## config.mk

```make
export PLATFORM = sky130hd
export DESIGN_NAME = rps_src_table
export DESIGN_NICKNAME = d
export VERILOG_FILES = /design/src/rtl/rps_pkg.sv /design/src/rtl/rps_src_table.sv
export SDC_FILE = /design/constraint.sdc
export NUM_CORES = 1
export LEC_CHECK = 0
export ABC_AREA = 0
export BUFFER_PORTS_ARGS = -buffer_cell sky130_fd_sc_hd__buf_2
export CORE_ASPECT_RATIO = 0.9
export CORE_MARGIN = 3
export CORE_UTILIZATION = 33
export DETAILED_ROUTE_END_ITERATION = 6
export PLACE_DENSITY = 0.53
export SYNTH_ARGS = -nofsm -noshare
export SYNTH_HDL_FRONTEND = slang
export SYNTH_SLANG_ARGS = --single-unit
```

## constraint.sdc

```tcl
create_clock -name clk -period 3.2 [get_ports clk]
set_clock_uncertainty 0.05 [all_clocks]
set_input_delay 0.32 -clock clk [delete_from_list [all_inputs] [get_ports clk]]
set_output_delay 0.32 -clock clk [all_outputs]
set_load 0.05 [all_outputs]
```

## src/rtl/rps_pkg.sv

```systemverilog
// ----------------------------------------------------------------------------
// rps_pkg
// Shared types and constants of the per-source resequencer.
// ----------------------------------------------------------------------------
package rps_pkg;

	localparam int MAX_RESULTS = 16;

	typedef enum logic [1:0] {
		KIND_DELIVERED = 2'd0,
		KIND_BUFFERED  = 2'd1,
		KIND_STALE     = 2'd2,
		KIND_BEYOND    = 2'd3
	} kind_t;

	typedef enum logic [2:0] {
		ST_IDLE,
		ST_LOOK,
		ST_DELIVER,
		ST_FETCH,
		ST_RESULT,
		ST_WRITEBACK
	} st_t;

	typedef struct packed {
		logic wr;
		logic rd;
	} mem_ctl_t;

endpackage

```

## src/rtl/rps_src_table.sv

```systemverilog
// ----------------------------------------------------------------------------
// rps_src_table
// Per-source state memory: expected number, window base and slot valid bits.
// A row never written reads as zero through its row valid flop.
// ----------------------------------------------------------------------------
module rps_src_table #(
	parameter int WINDOW  = 16,
	parameter int SOURCES = 16
) (
	input  logic                        clk,
	input  logic                        arst_n,
	input  rps_pkg::mem_ctl_t           ctl,
	input  logic [3:0]                  rd_src,
	output logic [31:0]                 rd_exp,
	output logic [$clog2(WINDOW)-1:0]   rd_base,
	output logic [WINDOW-1:0]           rd_vec,
	input  logic [3:0]                  wr_src,
	input  logic [31:0]                 wr_exp,
	input  logic [$clog2(WINDOW)-1:0]   wr_base,
	input  logic [WINDOW-1:0]           wr_vec
);
	import rps_pkg::*;

	localparam int BW = $clog2(WINDOW);
	localparam int SW = (SOURCES > 1) ? $clog2(SOURCES) : 1;
	localparam int EW = 32 + BW + WINDOW;

	logic [EW-1:0]      mem [SOURCES];
	logic [EW-1:0]      rdata_q;
	logic               hit_q;
	logic [SOURCES-1:0] row_vld_q;

	always_ff @(posedge clk) begin
		if (ctl.wr) begin
			mem[SW'(wr_src)] <= {wr_exp, wr_base, wr_vec};
		end
		if (ctl.rd) begin
			rdata_q <= mem[SW'(rd_src)];
		end
	end

	always_ff @(posedge clk or negedge arst_n) begin
		if (!arst_n) begin
			row_vld_q <= '0;
			hit_q     <= 1'b0;
		end else begin
			if (ctl.wr) begin
				row_vld_q[SW'(wr_src)] <= 1'b1;
			end
			if (ctl.rd) begin
				hit_q <= row_vld_q[SW'(rd_src)];
			end
		end
	end

	assign rd_exp  = hit_q ? rdata_q[EW-1 -: 32]        : 32'd0;
	assign rd_base = hit_q ? rdata_q[WINDOW +: BW]      : '0;
	assign rd_vec  = hit_q ? rdata_q[WINDOW-1:0]        : '0;

endmodule

```

Yosys cells after proc, flatten, opt, wreduce, memory -nomap -nowiden. Memory sizes are Yosys's and may differ from the RTL's. A register that Yosys moved wholly into a read port is not among the register bits. Cells that the tools add are included.

Memories kept: 1. Output and inout port bits: 52. Register bits after elaboration: 17. Bits in writable memories: 832.

Order comparisons: 3. Mux-type cells: 9. Bitwise logic cells: 1. Reduce and logical (&&, ||, !) cells: 1.

Memory list: mem (depth 16, width 52, read ports 1, clocked after Yosys merged registers in 1, write ports 1, RTL line rps_src_table.sv:28) `logic [EW-1:0] mem [SOURCES];`.

Operator list (number): $mux W32 (1); $mux W16 (1); $or A16 B16 Y16 (1); $lt A4 B5 Y1 const B (2); $bmux W1 S4 (1); $demux W1 S4 (1); $ge A4 B1 Y1 const B (1); $mux W1 (4); $mux W4 (1); $logic_and A1 B1 Y1 (1).

Depth between registers and ports, before layout.
Depth in word-level cells: 5. Gate-level depth with buffers: 6. Depth with buffers taken out: 4.

Worst setup path after synthesis. No wires, ideal clock.

Kind: input -> register. From: input port wr_src[2]. To: register row_vld_q[0]. Setup slack: -1789 ps. Cell stages on the path: 3. Arrival time: 4853 ps. Setup time: 87 ps. Path buffers: 0. Path through: or3b_2 -> nor3_1 -> or2_2.

Cells in the longest elaborated chain, start to end: 5. Elaborated cells on any way between the ends: 6.

Ends and longest elaborated chain: start: declaration (RTL line rps_src_table.sv:17) `input logic [3:0] wr_src,`; $lt A4 B5 Y1 (not written as such) or $ge A4 B1 Y1 (tied branches) (RTL line rps_src_table.sv:48) `row_vld_q[SW'(wr_src)] <= 1'b1;`; $logic_and A1 B1 Y1 (not written as such) (RTL line rps_src_table.sv:48); $mux W1 (not written as such) (RTL line rps_src_table.sv:48); $demux W1 S4 (*) (RTL line rps_src_table.sv:48); $or A16 B16 Y16 (no line) (*); end signal: assignment (RTL line rps_src_table.sv:44) `row_vld_q <= '0;`; end signal: indexed assignment (RTL line rps_src_table.sv:48); end: declaration (RTL line rps_src_table.sv:31) `logic [SOURCES-1:0] row_vld_q;`.

Mark *: on every way between the ends. The rest lies on a longest branch, timed or not. A chain may end at the register's enable or synchronous reset.

Final worst setup path.
From: register hit_q. To: output port rd_exp[10].

Cells in the longest elaborated chain, start to end: 1.

Ends and longest elaborated chain: start: declaration (RTL line rps_src_table.sv:30) `logic hit_q;`; start signal: assignment (RTL line rps_src_table.sv:51) `hit_q <= row_vld_q[SW'(rd_src)];`; $mux W32 (RTL line rps_src_table.sv:56) `assign rd_exp = hit_q ? rdata_q[EW-1 -: 32] : 32'd0;`; end: declaration (RTL line rps_src_table.sv:14) `output logic [31:0] rd_exp,`.

No other way between the ends.

==> results.tsv <==
metric	value	unit
status	finished clean	
reg2reg_from	mem[7][44]	
cts_tree	done	
gp_congestion	0.697	
p_leak	12.8	nW
cap_violations	0	
start_util	33.6	%
drcViolationCount	0	
hold_buffers	53	
fin_nets	1652	
synth_top_family_by_area	multiplexers	
worstSetupPathType	reg -> out	
crit_start	hit_q	
place_ws	693	ps
numCtsBuffers	93	
synthesis.area	0.0339	mm²
worst_slack	544	ps
min_period_over_period	83.0	%
synth_compound_area_share	0	%
rsz0062_at_grt	false	
post-dp-hpwl	41.6	mm
fin_setup_tns	0	ps
setup_viol	0	
regArea	0.0270	mm²
drv_slew	0	
yosys.area_share.simple	1.58	%
synthAdderAreaFrac	0	%
power_density	649	mW/mm²
finalCriticalPeriod	2660	ps
internal-power	20.5	mW
antenna_found_initial	12	
grtUsageTotal	15.1	%
fin_hold_ws	178	ps
p_sw	5.79	mW
root_buffer	clkbuf_16	
clock_latency	640	ps
syn_inst	1325	
multiInputGateArea	0.00666	mm²
worstSetupEndpointType	output port	
firstDrtPassIters	5	
r2r-end	rdata_q[44]	
grt_max_degree	54	
fp-row-count	110	
cts_sinks	901	
combinationalPowerShare	7.8	%
die_area	0.107	mm²
dpl_cell_area	0.0369	mm²
p_clk_share	41.0	%
post_cts_buffers	0	
wl_per_cell	26.2	µm
ys_warn_count	0	
synth-seq-area-share	79.6	%
portBuffers	115	
drive_gt1_share	36.9	%
drt-total-wl	79.0	mm
max_freq	377	MHz
routed-via-count	15042	
start_kind	flip-flop	
viasPerCell	4.99	
seq_power_share	51.2	%
synthToLayoutAreaGrowth	19.5	%
syn_nets	1389	
timing_worst_slew_pin_value	976	ps
total_power	26.3	mW
die_h	310	µm
cp.arrival	2290	ps
clk_path_buf_depth	3	
ant_nets	0	
cts_max_level	3	
first_iter_violations	1356	
ios	116	
synth_xor_area_share	0	%
die_width	344	µm
final_cell_mix	edfxtp_1, mux4_2, buf_2, clkbuf_16, dlygate4sd3_1	
muxShareOfSynthArea	17.7	%
ff2ff_path_depth	2	
crit_end	rd_exp[10]	
design_area	0.0405	mm²
hold_class	in -> reg	
cp.required	2830	ps
sw_frac_of_total	22.0	%
ys_types	19	
slew_headroom	34.7	%
design.core.area	0.101	mm²
synth_area_per_cell	25.6	µm²
cts_resized	0	
grt_overflow	0	
synth.ff_latch_count	901	
grt_pass1_wl	115	mm
n_fill_cell	8760	
cp_max_fo	17	
path_clk_slew	60	ps
vdd_drop_max	0.368	mV
final_common_cell	edfxtp_1	
reg2reg_setup_slack	1540	ps
grt_pass1_vias	16302	
final_hold_viol_count	0	
## worst min-delay path by stage
stage | start | endpoint | slack, ps | cells after the start
2_1_floorplan | arst_n | hit_q | -30 | 0
3_3_place_gp | arst_n | row_vld_q[6] | 210 | 1
3_5_place_dp | arst_n | row_vld_q[13] | 220 | 1
4_1_cts | arst_n | row_vld_q[11] | 130 | 2
5_1_grt | ctl[0] | rdata_q[45] | 150 | 1
6_report | ctl[0] | rdata_q[43] | 180 | 1
## cell usage after synthesis
master | n | area share [%]
edfxtp_1 | 884 | 78
or2_2 | 16 | 0.30
nand2b_1 | 2 | 0.037
mux2i_1 | 3 | 0.089
nand3b_1 | 2 | 0.044
buf_4 | 10 | 0.22
nor3_1 | 4 | 0.059
dfrtp_1 | 17 | 1.3
buf_1 | 13 | 0.14
mux2_2 | 1 | 0.033
buf_6 | 11 | 0.37
buf_2 | 6 | 0.089
or3b_2 | 1 | 0.026
mux4_2 | 264 | 18
and2_1 | 52 | 0.96
clkbuf_1 | 25 | 0.28
nand2_1 | 1 | 0.011
nand3_1 | 1 | 0.015
nor2_1 | 12 | 0.13
## worst max-delay path: stages (launching register included)
cell,delay [ps]
dfrtp_2,840
buf_4,330
and2_1,200
buf_2,280
## kinds of logic after synthesis
family / after synthesis
and+or+nand+nor: 91
muxes: 268
DFF: 901
buffers and inverters: 65
## metal layers
| metal | track usage (%) | vias to the layer above | wire length (µm) |
|---|---|---|---|
| li1 | - | 6272 | - |
| met1 | 21.5 | 8261 | 35000 |
| met2 | 24.4 | 389 | 38300 |
| met3 | 2.65 | 114 | 4240 |
| met4 | 3.30 | 6 | 1400 |
| met5 | 0 | - | 32 |
## per-stage QoR
stage | std cells | util [%]
floorplan | 1325 | -
global placement | 2784 | 36.5
detailed placement | 2784 | 36.5
CTS | 3009 | 40.1
global route | 3010 | 40.1
finish | 3012 | 40.1
## power by group through the flow
stage	Clock [mW]	Sequential (mW)	Combinational, mW
2_1_floorplan	0	13.6	1.35
3_3_place_gp	0	13.7	2.02
3_5_place_dp	0	13.7	2.05
4_1_cts	11.1	13.5	2.12
5_1_grt	11.6	13.5	2.21
6_report	10.8	13.4	2.06
## flip-flops by register name, summed over array words and instances (netlist names)
signal / cells
row_vld_q: 16
hit_q: 1
rdata_q: 52
mem: 832
## final cells by class
class / count / area share [%]
sequential: 901 / 66.7
timing repair buffer: 233 / 5.12
multi-input combinational: 359 / 16.5
clock inverter: 58 / 1.42
antenna: 3 / 0.0186
tap: 1344 / 4.16
clock buffer: 114 / 6.16
No activity file was read; power rests on OpenSTA's default activity.
